`config.mk`:
```
export PLATFORM = sky130hd
export DESIGN_NAME = compacting_char_list_engine_flat
export DESIGN_NICKNAME = d
export VERILOG_FILES = /design/src/cclist_pkg.sv /design/src/cclist_if.sv /design/src/cclist_ctrl.sv /design/src/cclist_dp.sv /design/src/compacting_char_list_engine.sv /design/src/flat_wrapper.sv
export SDC_FILE = /design/constraint.sdc
export NUM_CORES = 1
export LEC_CHECK = 0
export ABC_AREA = 1
export BUFFER_PORTS_ARGS = -buffer_cell sky130_fd_sc_hd__buf_2
export CORE_UTILIZATION = 40
export CTS_BUF_LIST = sky130_fd_sc_hd__clkbuf_4 sky130_fd_sc_hd__clkbuf_8 sky130_fd_sc_hd__clkbuf_16
export CTS_CLUSTER_DIAMETER = 100
export DETAILED_ROUTE_END_ITERATION = 12
export GPL_TIMING_DRIVEN = 0
export PLACE_DENSITY = 0.63
export SKIP_CTS_REPAIR_TIMING = 1
export SKIP_LAST_GASP = 1
export SYNTH_ARGS = -nofsm -noshare
export SYNTH_HDL_FRONTEND = slang
export SYNTH_SLANG_ARGS = --single-unit
```
`constraint.sdc`:
```
create_clock -name clk_i -period 7 [get_ports clk_i]
set_input_delay 0.35 -clock clk_i [delete_from_list [all_inputs] [get_ports clk_i]]
set_output_delay 0.35 -clock clk_i [all_outputs]
set_load 0.05 [all_outputs]
```
`src/cclist_pkg.sv`:
```
package cclist_pkg;

  localparam int unsigned CAPACITY = 16;

  localparam int unsigned MODE_W   = 2;
  localparam int unsigned KEY_W    = 8;
  localparam int unsigned STATUS_W = 2;
  localparam int unsigned IDX_W    = 4;
  localparam int unsigned FILL_W   = 5;

  localparam logic [MODE_W-1:0] MODE_INSERT = 2'd0;
  localparam logic [MODE_W-1:0] MODE_REMOVE = 2'd1;
  localparam logic [MODE_W-1:0] MODE_SEARCH = 2'd2;

  typedef enum logic [STATUS_W-1:0] {
    ST_OK      = 2'd0,
    ST_FULL    = 2'd1,
    ST_EMPTY   = 2'd2,
    ST_MISSING = 2'd3
  } status_e;

  typedef struct packed {
    logic    capture;
    logic    idx_clr;
    logic    idx_inc;
    logic    pos_load;
    logic    rd_en;
    logic    rd_next;
    logic    wr_en;
    logic    wr_at_cnt;
    logic    cnt_inc;
    logic    cnt_dec;
    logic    res_load;
    logic    res_hit;
    status_e res_status;
  } cmd_t;

  typedef struct packed {
    logic op_insert;
    logic op_remove;
    logic op_search;
    logic full;
    logic empty;
    logic match;
    logic last;
  } sts_t;

endpackage

```
`src/cclist_if.sv`:
```
interface cclist_in_if;
  logic                              valid;
  logic                              ready;
  logic [cclist_pkg::MODE_W-1:0]     mode;
  logic [cclist_pkg::KEY_W-1:0]      key;

  modport source (output valid, output mode, output key, input ready);
  modport sink   (input valid, input mode, input key, output ready);
endinterface

interface cclist_out_if;
  logic                              valid;
  logic                              ready;
  logic [cclist_pkg::STATUS_W-1:0]   status;
  logic [cclist_pkg::IDX_W-1:0]      found_index;
  logic [cclist_pkg::FILL_W-1:0]     fill_count;

  modport source (output valid, output status, output found_index, output fill_count,
                  input ready);
  modport sink   (input valid, input status, input found_index, input fill_count,
                  output ready);
endinterface

```
`src/cclist_ctrl.sv`:
```
module cclist_ctrl (
  input  logic             clk_i,
  input  logic             rst_ni,
  input  logic             in_valid_i,
  output logic             in_ready_o,
  output logic             out_valid_o,
  input  logic             out_ready_i,
  input  cclist_pkg::sts_t sts_i,
  output cclist_pkg::cmd_t cmd_o
);

  typedef enum logic [6:0] {
    S_IDLE = 7'b0000001,
    S_DEC  = 7'b0000010,
    S_RD   = 7'b0000100,
    S_CMP  = 7'b0001000,
    S_SRD  = 7'b0010000,
    S_SWR  = 7'b0100000,
    S_RES  = 7'b1000000
  } state_e;

  state_e              state_q, state_d;
  cclist_pkg::status_e st_q, st_d;
  logic                hit_q, hit_d;
  logic                out_valid_q, out_valid_d;

  always_comb begin
    state_d     = state_q;
    st_d        = st_q;
    hit_d       = hit_q;
    out_valid_d = out_valid_q;
    in_ready_o  = 1'b0;
    cmd_o       = '0;
    if (out_valid_q && out_ready_i) begin
      out_valid_d = 1'b0;
    end
    unique case (state_q)
      S_IDLE: begin
        in_ready_o = 1'b1;
        if (in_valid_i) begin
          cmd_o.capture = 1'b1;
          state_d       = S_DEC;
        end
      end
      S_DEC: begin
        hit_d         = 1'b0;
        cmd_o.idx_clr = 1'b1;
        priority if (sts_i.op_insert) begin
          if (sts_i.full) begin
            st_d = cclist_pkg::ST_FULL;
          end else begin
            cmd_o.wr_en     = 1'b1;
            cmd_o.wr_at_cnt = 1'b1;
            cmd_o.cnt_inc   = 1'b1;
            st_d            = cclist_pkg::ST_OK;
          end
          state_d = S_RES;
        end else if (sts_i.op_remove || sts_i.op_search) begin
          if (sts_i.empty) begin
            st_d    = cclist_pkg::ST_EMPTY;
            state_d = S_RES;
          end else begin
            state_d = S_RD;
          end
        end else begin
          st_d    = cclist_pkg::ST_OK;
          state_d = S_RES;
        end
      end
      S_RD: begin
        cmd_o.rd_en = 1'b1;
        state_d     = S_CMP;
      end
      S_CMP: begin
        priority if (sts_i.match) begin
          hit_d          = 1'b1;
          st_d           = cclist_pkg::ST_OK;
          cmd_o.pos_load = 1'b1;
          state_d        = sts_i.op_remove ? S_SRD : S_RES;
        end else if (sts_i.last) begin
          st_d    = cclist_pkg::ST_MISSING;
          state_d = S_RES;
        end else begin
          cmd_o.idx_inc = 1'b1;
          state_d       = S_RD;
        end
      end
      S_SRD: begin
        if (sts_i.last) begin
          cmd_o.cnt_dec = 1'b1;
          state_d       = S_RES;
        end else begin
          cmd_o.rd_en   = 1'b1;
          cmd_o.rd_next = 1'b1;
          state_d       = S_SWR;
        end
      end
      S_SWR: begin
        cmd_o.wr_en   = 1'b1;
        cmd_o.idx_inc = 1'b1;
        state_d       = S_SRD;
      end
      S_RES: begin
        if (!out_valid_q || out_ready_i) begin
          cmd_o.res_load   = 1'b1;
          cmd_o.res_status = st_q;
          cmd_o.res_hit    = hit_q;
          out_valid_d      = 1'b1;
          state_d          = S_IDLE;
        end
      end
      default: begin
        state_d = S_IDLE;
      end
    endcase
  end

  always_ff @(posedge clk_i or negedge rst_ni) begin
    if (!rst_ni) begin
      state_q     <= S_IDLE;
      st_q        <= cclist_pkg::ST_OK;
      hit_q       <= 1'b0;
      out_valid_q <= 1'b0;
    end else begin
      state_q     <= state_d;
      st_q        <= st_d;
      hit_q       <= hit_d;
      out_valid_q <= out_valid_d;
    end
  end

  assign out_valid_o = out_valid_q;

endmodule

```
`src/cclist_dp.sv`:
```
module cclist_dp #(
  parameter int unsigned CAPACITY = cclist_pkg::CAPACITY
) (
  input  logic                              clk_i,
  input  logic                              rst_ni,
  input  logic [cclist_pkg::MODE_W-1:0]     in_mode_i,
  input  logic [cclist_pkg::KEY_W-1:0]      in_key_i,
  input  cclist_pkg::cmd_t                  cmd_i,
  output cclist_pkg::sts_t                  sts_o,
  output logic [cclist_pkg::STATUS_W-1:0]   status_o,
  output logic [cclist_pkg::IDX_W-1:0]      found_index_o,
  output logic [cclist_pkg::FILL_W-1:0]     fill_count_o
);

  localparam int unsigned IW = $clog2(CAPACITY);
  localparam int unsigned CW = $clog2(CAPACITY + 1);

  logic [cclist_pkg::KEY_W-1:0] mem_q [CAPACITY];

  logic [cclist_pkg::MODE_W-1:0]   mode_q;
  logic [cclist_pkg::KEY_W-1:0]    key_q;
  logic [cclist_pkg::KEY_W-1:0]    rdata_q;
  logic [CW-1:0]                   idx_q;
  logic [CW-1:0]                   cnt_q;
  logic [IW-1:0]                   pos_q;
  logic [cclist_pkg::STATUS_W-1:0] status_q;
  logic [cclist_pkg::IDX_W-1:0]    found_q;
  logic [cclist_pkg::FILL_W-1:0]   fill_q;

  logic [CW-1:0]                   idx_nx;
  logic [IW-1:0]                   rd_addr;
  logic [IW-1:0]                   wr_addr;
  logic [cclist_pkg::KEY_W-1:0]    wdata;
  logic [IW+cclist_pkg::IDX_W-1:0] found_ext;
  logic [CW+cclist_pkg::FILL_W-1:0] fill_ext;

  assign idx_nx    = idx_q + CW'(1);
  assign rd_addr   = cmd_i.rd_next ? idx_nx[IW-1:0] : idx_q[IW-1:0];
  assign wr_addr   = cmd_i.wr_at_cnt ? cnt_q[IW-1:0] : idx_q[IW-1:0];
  assign wdata     = cmd_i.wr_at_cnt ? key_q : rdata_q;
  assign found_ext = {{cclist_pkg::IDX_W{1'b0}}, pos_q};
  assign fill_ext  = {{cclist_pkg::FILL_W{1'b0}}, cnt_q};

  assign sts_o.op_insert = (mode_q == cclist_pkg::MODE_INSERT);
  assign sts_o.op_remove = (mode_q == cclist_pkg::MODE_REMOVE);
  assign sts_o.op_search = (mode_q == cclist_pkg::MODE_SEARCH);
  assign sts_o.full      = (cnt_q == CW'(CAPACITY));
  assign sts_o.empty     = (cnt_q == '0);
  assign sts_o.match     = (rdata_q == key_q);
  assign sts_o.last      = (idx_nx == cnt_q);

  always_ff @(posedge clk_i) begin
    if (cmd_i.wr_en) begin
      mem_q[wr_addr] <= wdata;
    end
    if (cmd_i.rd_en) begin
      rdata_q <= mem_q[rd_addr];
    end
  end

  always_ff @(posedge clk_i) begin
    if (cmd_i.capture) begin
      mode_q <= in_mode_i;
      key_q  <= in_key_i;
    end
    if (cmd_i.idx_clr) begin
      idx_q <= '0;
    end else if (cmd_i.idx_inc) begin
      idx_q <= idx_nx;
    end
    if (cmd_i.pos_load) begin
      pos_q <= idx_q[IW-1:0];
    end
    if (cmd_i.res_load) begin
      status_q <= cmd_i.res_status;
      found_q  <= cmd_i.res_hit ? found_ext[cclist_pkg::IDX_W-1:0] : '0;
      fill_q   <= fill_ext[cclist_pkg::FILL_W-1:0];
    end
  end

  always_ff @(posedge clk_i or negedge rst_ni) begin
    if (!rst_ni) begin
      cnt_q <= '0;
    end else if (cmd_i.cnt_inc) begin
      cnt_q <= cnt_q + CW'(1);
    end else if (cmd_i.cnt_dec) begin
      cnt_q <= cnt_q - CW'(1);
    end
  end

  assign status_o      = status_q;
  assign found_index_o = found_q;
  assign fill_count_o  = fill_q;

endmodule

```
`src/compacting_char_list_engine.sv`:
```
// Insert, unused modes, and a search or remove on an empty list go from decode to the result;
// otherwise search and remove scan entry by entry, and a remove hit shifts later entries down.
// One item at a time; the next beat is taken the cycle after the result is registered.
// Reset (asynchronous, active low) clears the fill count and the controller;
// list contents stay undefined and need no clearing pass.
module compacting_char_list_engine #(
  parameter int unsigned CAPACITY = cclist_pkg::CAPACITY
) (
  input  logic         clk_i,
  input  logic         rst_ni,
  cclist_in_if.sink    in_i,
  cclist_out_if.source out_o
);

  cclist_pkg::cmd_t cmd;
  cclist_pkg::sts_t sts;

  cclist_ctrl u_ctrl (
    .clk_i       (clk_i),
    .rst_ni      (rst_ni),
    .in_valid_i  (in_i.valid),
    .in_ready_o  (in_i.ready),
    .out_valid_o (out_o.valid),
    .out_ready_i (out_o.ready),
    .sts_i       (sts),
    .cmd_o       (cmd)
  );

  cclist_dp #(
    .CAPACITY (CAPACITY)
  ) u_dp (
    .clk_i         (clk_i),
    .rst_ni        (rst_ni),
    .in_mode_i     (in_i.mode),
    .in_key_i      (in_i.key),
    .cmd_i         (cmd),
    .sts_o         (sts),
    .status_o      (out_o.status),
    .found_index_o (out_o.found_index),
    .fill_count_o  (out_o.fill_count)
  );

endmodule

```
`src/flat_wrapper.sv`:
```
// flat-port wrapper written by rule: the top's interface ports become plain ports
module compacting_char_list_engine_flat 
#(
  parameter int unsigned CAPACITY = cclist_pkg::CAPACITY
)
  (clk_i, rst_ni, in_i_valid, in_i_mode, in_i_key, in_i_ready, out_o_valid, out_o_status, out_o_found_index, out_o_fill_count, out_o_ready);
  cclist_in_if in_i_i ();
  cclist_out_if out_o_i ();
  input  logic clk_i;
  input  logic rst_ni;
  input wire logic [$bits(in_i_i.valid)-1:0] in_i_valid;
  input wire logic [$bits(in_i_i.mode)-1:0] in_i_mode;
  input wire logic [$bits(in_i_i.key)-1:0] in_i_key;
  output wire logic [$bits(in_i_i.ready)-1:0] in_i_ready;
  output wire logic [$bits(out_o_i.valid)-1:0] out_o_valid;
  output wire logic [$bits(out_o_i.status)-1:0] out_o_status;
  output wire logic [$bits(out_o_i.found_index)-1:0] out_o_found_index;
  output wire logic [$bits(out_o_i.fill_count)-1:0] out_o_fill_count;
  input wire logic [$bits(out_o_i.ready)-1:0] out_o_ready;
  assign in_i_i.valid = in_i_valid;
  assign in_i_i.mode = in_i_mode;
  assign in_i_i.key = in_i_key;
  assign in_i_ready = in_i_i.ready;
  assign out_o_valid = out_o_i.valid;
  assign out_o_status = out_o_i.status;
  assign out_o_found_index = out_o_i.found_index;
  assign out_o_fill_count = out_o_i.fill_count;
  assign out_o_i.ready = out_o_ready;
  compacting_char_list_engine #(.CAPACITY(CAPACITY)) u_core (.clk_i(clk_i), .rst_ni(rst_ni), .in_i(in_i_i), .out_o(out_o_i));
endmodule
```
==> results.toml, run 1 <==
[critical_path]
reg2regPathDepth = 10
cp-start-kind = "flip-flop"
crit_path_max_fanout = 10
crit_required_ns = 7.06
worstReg2RegEnd = "u_core.u_dp.mem_q[7][1]"
crit_type = "reg -> reg"
cp.arrival_ns = 3.60
reg2reg_setup_slack_ns = 3.46
worstReg2RegStart = "u_core.u_ctrl.state_q[4]"
end_kind = "flip-flop"

[die]
start_util_pct = 41.1
coreArea_um2 = 20400
dieArea_um2 = 21500
num_io_pins = 27
fp-row-count = 52
dieHeight_um = 147
die_w_um = 147

[synth]
synth_top_area_share_pct = 57.8
ys_seq_area_share_pct = 63.8
ys_types = 34
synthTopCellsByArea = "edfxtp_1 (58%), nand3_1 (10%), inv_1 (8.0%)"
ys_warn_count = 0
synth.avg_cell_area_um2 = 10.0
synth_area_um2 = 8360
ys_ff_latch = 182
synthCells = 836
synth_area_leader_cell = "edfxtp_1"
synth_nets = 857

[route]
drt-initial-drc-count = 475
firstDrtPassIters = 5
drt-vias-per-instance = 4.88
postRouteAntennaNets = 0
vias = 5700
wl_per_cell_um = 16.1
wl_um = 18800
drc = 0

[power_and_ir_drop]
p_leak_nw = 4.00
p_per_area_nw_per_um2 = 312
ir_worst_vdd_mv = 0.222

[timing]
min_period_over_period_pct = 50.6
rsz0062_at_grt = "false"
finalHoldViolations = 0
maxSlewViolCount = 0
setup_viol = 0
fin_tns_setup_ns = 0
max_slew.worst_pin.slew_ns = 1.18
max_freq_ghz = 0.282
fin_crit_ns = 3.54
relSlewSlack_pct = 20.3
skew_ns = 0.00913

[clock_tree]
insertion_delay_ns = 0.43
cts_tree = "built"
h-tree-depth = 4
clkSinkCount = 182
cts_root_buffer = "clkbuf_16"
cts_buffers = 17
clk_pin_slew_worst_paths_ns = 0.07
clk_path_buf_depth = 2

[worst_hold_path]
whs_path_depth = 1
worstHoldEndpoint = "u_core.u_dp.key_q[6]"
worst_hold_path_type = "in -> reg"
min-delay-start = "in_i_key[6]"

[global_routing]
grt_usage_pct = 18.3
grt_overflow_total = 0
grt_max_degree = 17
grt_pass1_vias = 5454
antenna_found_initial = 0
grt_pass1_wl_um = 29200

[placed_design]
place.gp.congestion = 0.886
portBuffers = 26
dp.final_hpwl_um = 13100

[finish]
multi_input_area_um2 = 2180
regArea_um2 = 5340
fillers = 1899
final_nets = 905
mostFrequentLayoutCells = "inv_1 (179), nand3_1 (167), edfxtp_1 (161), nand2_1 (158), buf_2 (38)"
final_common_cell = "inv_1"
post-route-util_pct = 46.3
drive_gt1_share_pct = 11.6
area_growth_pct = 12.7

[run_status]
status = "finished, final reports clean"

[job]
drv_cap = 0
## final cells by class
cell class                      count  share of cell area (%)
Antenna cell                        1                  0.0265
Buffer                             28                    1.87
Clock buffer                       17                    4.51
Clock inverter                     15                    1.38
Inverter                          182                    7.25
Multi-Input combinational cell    444                    23.1
Sequential cell                   182                    56.6
Tap cell                          270                    3.58
Timing Repair Buffer               29                    1.69
## registers in the layout (all words and copies together), names as in the netlist, 4 cells and up
| name | flops |
|---|---|
| u_core.u_dp.rdata_q | 8 |
| u_core.u_dp.cnt_q | 5 |
| u_core.u_dp.idx_q | 5 |
| u_core.u_dp.mem_q | 128 |
| u_core.u_dp.fill_count_o | 5 |
| u_core.u_dp.key_q | 8 |
| u_core.u_dp.pos_q | 4 |
| u_core.u_ctrl.state_q | 7 |
| u_core.u_dp.found_index_o | 4 |
## worst max-delay path, stage by stage (launching register included)
cell and delay (ns):
dfrtp_1 0.40, inv_1 0.12, nand3_1 0.20, nor4_2 0.41, nand3_1 0.35, clkbuf_1 0.35
nand2_1 0.11, o21ai_0 0.22, inv_1 0.13, nand2_1 0.12, nor2_1 0.73
## cell families after synthesis
family                   Yosys count  share of synthesized area, %
flip-flops                       182                          63.8
AO/OA/AOI/OAI                     42                          2.81
AND/OR/NAND/NOR                  383                          20.6
multiplexers                       4                         0.538
adder cells (fa/ha/maj)            7                          1.14
buffers and inverters            210                          10.3
XOR/XNOR                           8                         0.838
## how the worst max path moves through the flow
stage,slack [ns],depth (start not counted),to,startpoint
finish,3.46,10,u_core.u_dp.mem_q[7][1],u_core.u_ctrl.state_q[4]
global route,3.07,10,u_core.u_dp.mem_q[7][0],u_core.u_ctrl.state_q[4]
CTS,3.48,10,u_core.u_dp.mem_q[5][4],u_core.u_ctrl.state_q[4]
detailed placement,3.50,10,u_core.u_dp.mem_q[5][3],u_core.u_ctrl.state_q[4]
global placement,2.73,6,u_core.u_dp.mem_q[0][7],u_core.u_ctrl.state_q[4]
floorplan,3.62,4,u_core.u_dp.key_q[0],u_core.u_ctrl.state_q[0]
## stage by stage
| step | cells | power (mW) | setup WS (ns) | area, um2 | hold WS (ns) |
|---|---|---|---|---|---|
| floorplan | 836 | 1.85 | 3.62 | 8360 | 0.0544 |
| global placement | 1132 | 2.05 | 2.73 | 8830 | 0.286 |
| detailed placement | 1134 | 2.06 | 3.50 | 8860 | 0.293 |
| CTS | 1166 | 2.96 | 3.48 | 9410 | -0.171 |
| global route | 1167 | 3.09 | 3.07 | 9420 | 0.0718 |
| finish | 1168 | 2.94 | 3.46 | 9430 | 0.0891 |
## cells in the mapped netlist
library cell	instances
a21boi_0	1
a21oi_1	11
a22oi_1	1
a31oi_1	1
buf_2	12
buf_4	5
buf_6	5
clkbuf_1	6
dfrtp_1	15
dfstp_2	1
dfxtp_1	5
edfxtp_1	161
fa_1	1
ha_1	6
inv_1	179
inv_2	3
mux2_2	4
nand2_1	158
nand2_2	3
nand3_1	167
nand3_2	1
nand4_1	4
nor2_1	37
nor3_1	1
nor4_1	5
nor4_2	1
nor4_4	1
o2111ai_1	1
o21ai_0	22
o21ai_1	1
o21ai_2	4
or2_2	5
xnor2_1	5
xor2_1	3
## report_power, final
part	switching, mW	total (mW)	internal (mW)
Clock	0.410	0.901	0.491
Combinational	0.493	0.715	0.221
Sequential	0.0547	1.33	1.27
Total	0.958	2.94	1.99
## routing by layer
metal	GRT usage, %	vias up	routed length (um)
li1	-	2830	-
met1	23.5	2683	8020
met2	30.7	164	9140
met3	4.44	23	1290
met4	5.31	0	314
met5	0	-	0
Power figures use the tool's default switching activity.
==> run 2, diff against run 1 <==
Settings changed: PLACE_DENSITY 0.63 to 0.65.
Clock period 7 ns to 2.9 ns, I/O delays scaled along.
==> run 2 against run 1 <==
The flow now finishes with violations (hold timing). Highest routed layer unchanged. Sequential power grew 140%. Critical path depth shrank 2. Global-route usage grew 0.087 points. Core utilization grew 2.6 points. Total power grew 150%. Sequential share of layout area shrank 3.0 points. Non-clock buffer count grew 26.
==> results.toml, run 2 (same netlist as run 1, synthesis figures left out) <==
[timing]
relSlewSlack_pct = 14.7
fin_ws_ns = 0.147
whs_ns = -0.0322
finalHoldViolations = 1
maxSlewViolCount = 0
max_freq_ghz = 0.363
skew_ns = 0.00909
fin_tns_setup_ns = 0
fin_crit_ns = 2.75
setup_viol = 0
max_slew.worst_pin.slew_ns = 1.27
min_period_over_period_pct = 94.9

[route]
drt-vias-per-instance = 4.95
wl_um = 19400
drc = 0
wl_per_cell_um = 16.3
postRouteAntennaNets = 0
firstDrtPassIters = 4
vias = 5895
drt-initial-drc-count = 448

[placed_design]
pre_cts_slack_ns = -0.499
dp.final_hpwl_um = 13000
place.gp.congestion = 0.894
placed_area_um2 = 8870
dp.cells = 1134
portBuffers = 26

[finish]
area_growth_pct = 19.1
largest_register = "u_core.u_dp.mem_q"
final_common_cell = "inv_1"
largest_reg_flops = 128
final_nets = 931
drive_gt1_share_pct = 17.6
stdcell_area_um2 = 9960
mostFrequentLayoutCells = "inv_1 (179), nand3_1 (163), edfxtp_1 (161), nand2_1 (148), buf_2 (34)"
multi_input_area_um2 = 2390
fin_cells = 1192
top_regs = "u_core.u_dp.mem_q (128), u_core.u_dp.key_q (8), u_core.u_dp.rdata_q (8)"
fillers = 1815
n_antenna_cell = 0
regArea_um2 = 5340

[critical_path]
worstReg2RegEnd = "u_core.u_dp.mem_q[13][6]"
startpoint = "u_core.u_ctrl.state_q[4]"
max_stage_delay_ns = 0.45
worstReg2RegStart = "u_core.u_ctrl.state_q[4]"
crit_type = "reg -> reg"
end_kind = "flip-flop"
crit_end = "u_core.u_dp.mem_q[13][6]"
crit_path_max_fanout = 10
reg2regPathDepth = 8
crit_required_ns = 3.01
critPathMostFrequentCell = "nand3_4"
reg2reg_setup_slack_ns = 0.15
path_cells = "inv_1 -> nand3_4 -> nor4_4 -> nand3_4 -> buf_2 -> a21oi_1 -> nand2_2 -> nor2_4"
cp.arrival_ns = 2.86
cp-start-kind = "flip-flop"
critPathSlowestCell = "nor4_4"

[power_and_ir_drop]
ir_worst_vdd_mv = 0.516
p_per_area_nw_per_um2 = 727
intPower_mw = 4.82
p_leak_nw = 4.15
seqPwrFrac_pct = 44.4
pwr-share-comb_pct = 26.3
clkPwrFrac_pct = 29.3
netSwitchingFraction_pct = 33.5
switchingPower_mw = 2.42

[global_routing]
grt_overflow_total = 0
grt_usage_pct = 18.4
antenna_found_initial = 0
grt_pass1_wl_um = 29300
grt_max_degree = 17
grt_pass1_vias = 5481

[clock_tree]
cts_tree = "built"
clk_path_buf_depth = 2
clk_pin_slew_worst_paths_ns = 0.07
insertion_delay_ns = 0.44
clkSinkCount = 182
h-tree-depth = 4
cts_root_buffer = "clkbuf_16"
cts_buffers = 17

[job]
drv_cap = 0

[run_status]
violations = "hold timing"
status = "complete, but fails checks"

[die]
die_w_um = 147
coreArea_um2 = 20400
start_util_pct = 41.1
dieArea_um2 = 21500
dieHeight_um = 147
fp-row-count = 52
num_io_pins = 27

[worst_hold_path]
worst_hold_path_type = "in -> reg"
run 2: cell count changes in the layout (fill, tap and decap cells not counted), sizes merged:
cell	before	now
buf	50	64
bufinv	1	0
clkbuf	23	26
clkinv	11	4
clkinvlp	0	5
diode	1	0
dlygate4sd3	1	12
run 2: layout make-up:
cell class / instances / area share, %
clock inverters: 12 / 0.992
clock buffers: 19 / 4.42
well taps: 270 / 3.39
inverters: 182 / 6.86
flip-flops and latches: 182 / 53.6
multi-input cells: 444 / 24.0
plain buffers: 28 / 2.06
repair buffers: 55 / 4.62
run 2: worst min path at each step:
stage               slack, ns                         to         from  cells after the start
global placement         0.08        u_core.u_ctrl.hit_q       rst_ni                      1
detailed placement       0.09        u_core.u_ctrl.hit_q       rst_ni                      1
floorplan               -0.15        u_core.u_ctrl.hit_q       rst_ni                      0
global route             0.01  u_core.u_ctrl.out_valid_o  out_o_ready                      4
CTS                     -0.38  u_core.u_ctrl.out_valid_o       rst_ni                      1
finish                  -0.03  u_core.u_ctrl.out_valid_o  out_o_ready                      4
run 2: power groups by stage:
stage                     clock (mW)  combinational, mW  sequential, mW
final                           2.12               1.91            3.22
after global routing            2.25               2.10            3.24
after CTS                       2.15               1.73            3.21
after detailed placement           0               1.72            3.26
after global placement             0               1.68            3.26
after floorplan                    0               1.21            3.26
run 2: worst max-delay path, delay by kind of cell, from the launching register on:
kind | cells | cell delay, ns
AND/OR/NAND/NOR | 5 | 1.34
AO/OA/AOI/OAI | 1 | 0.28
buffers and inverters | 2 | 0.40
flip-flops | 1 | 0.39
run 2: per-stage QoR:
stage	hold WS, ns	util, %	total power [mW]
3_3_place_gp	0.0789	43.4	4.94
4_1_cts	-0.381	46.2	7.09
5_1_grt	0.0133	48.9	7.59
3_5_place_dp	0.0862	43.5	4.98
2_1_floorplan	-0.151	-	4.47
6_report	-0.0322	48.9	7.24
run 2: per-layer routing:
| layer | wire [um] | global-route usage, % | up-vias |
|---|---|---|---|
| met5 | 0 | 0 | - |
| met4 | 449 | 6.93 | 0 |
| met3 | 1220 | 4.44 | 34 |
| met2 | 9360 | 29.8 | 172 |
| met1 | 8360 | 24.0 | 2804 |
| li1 | - | - | 2885 |
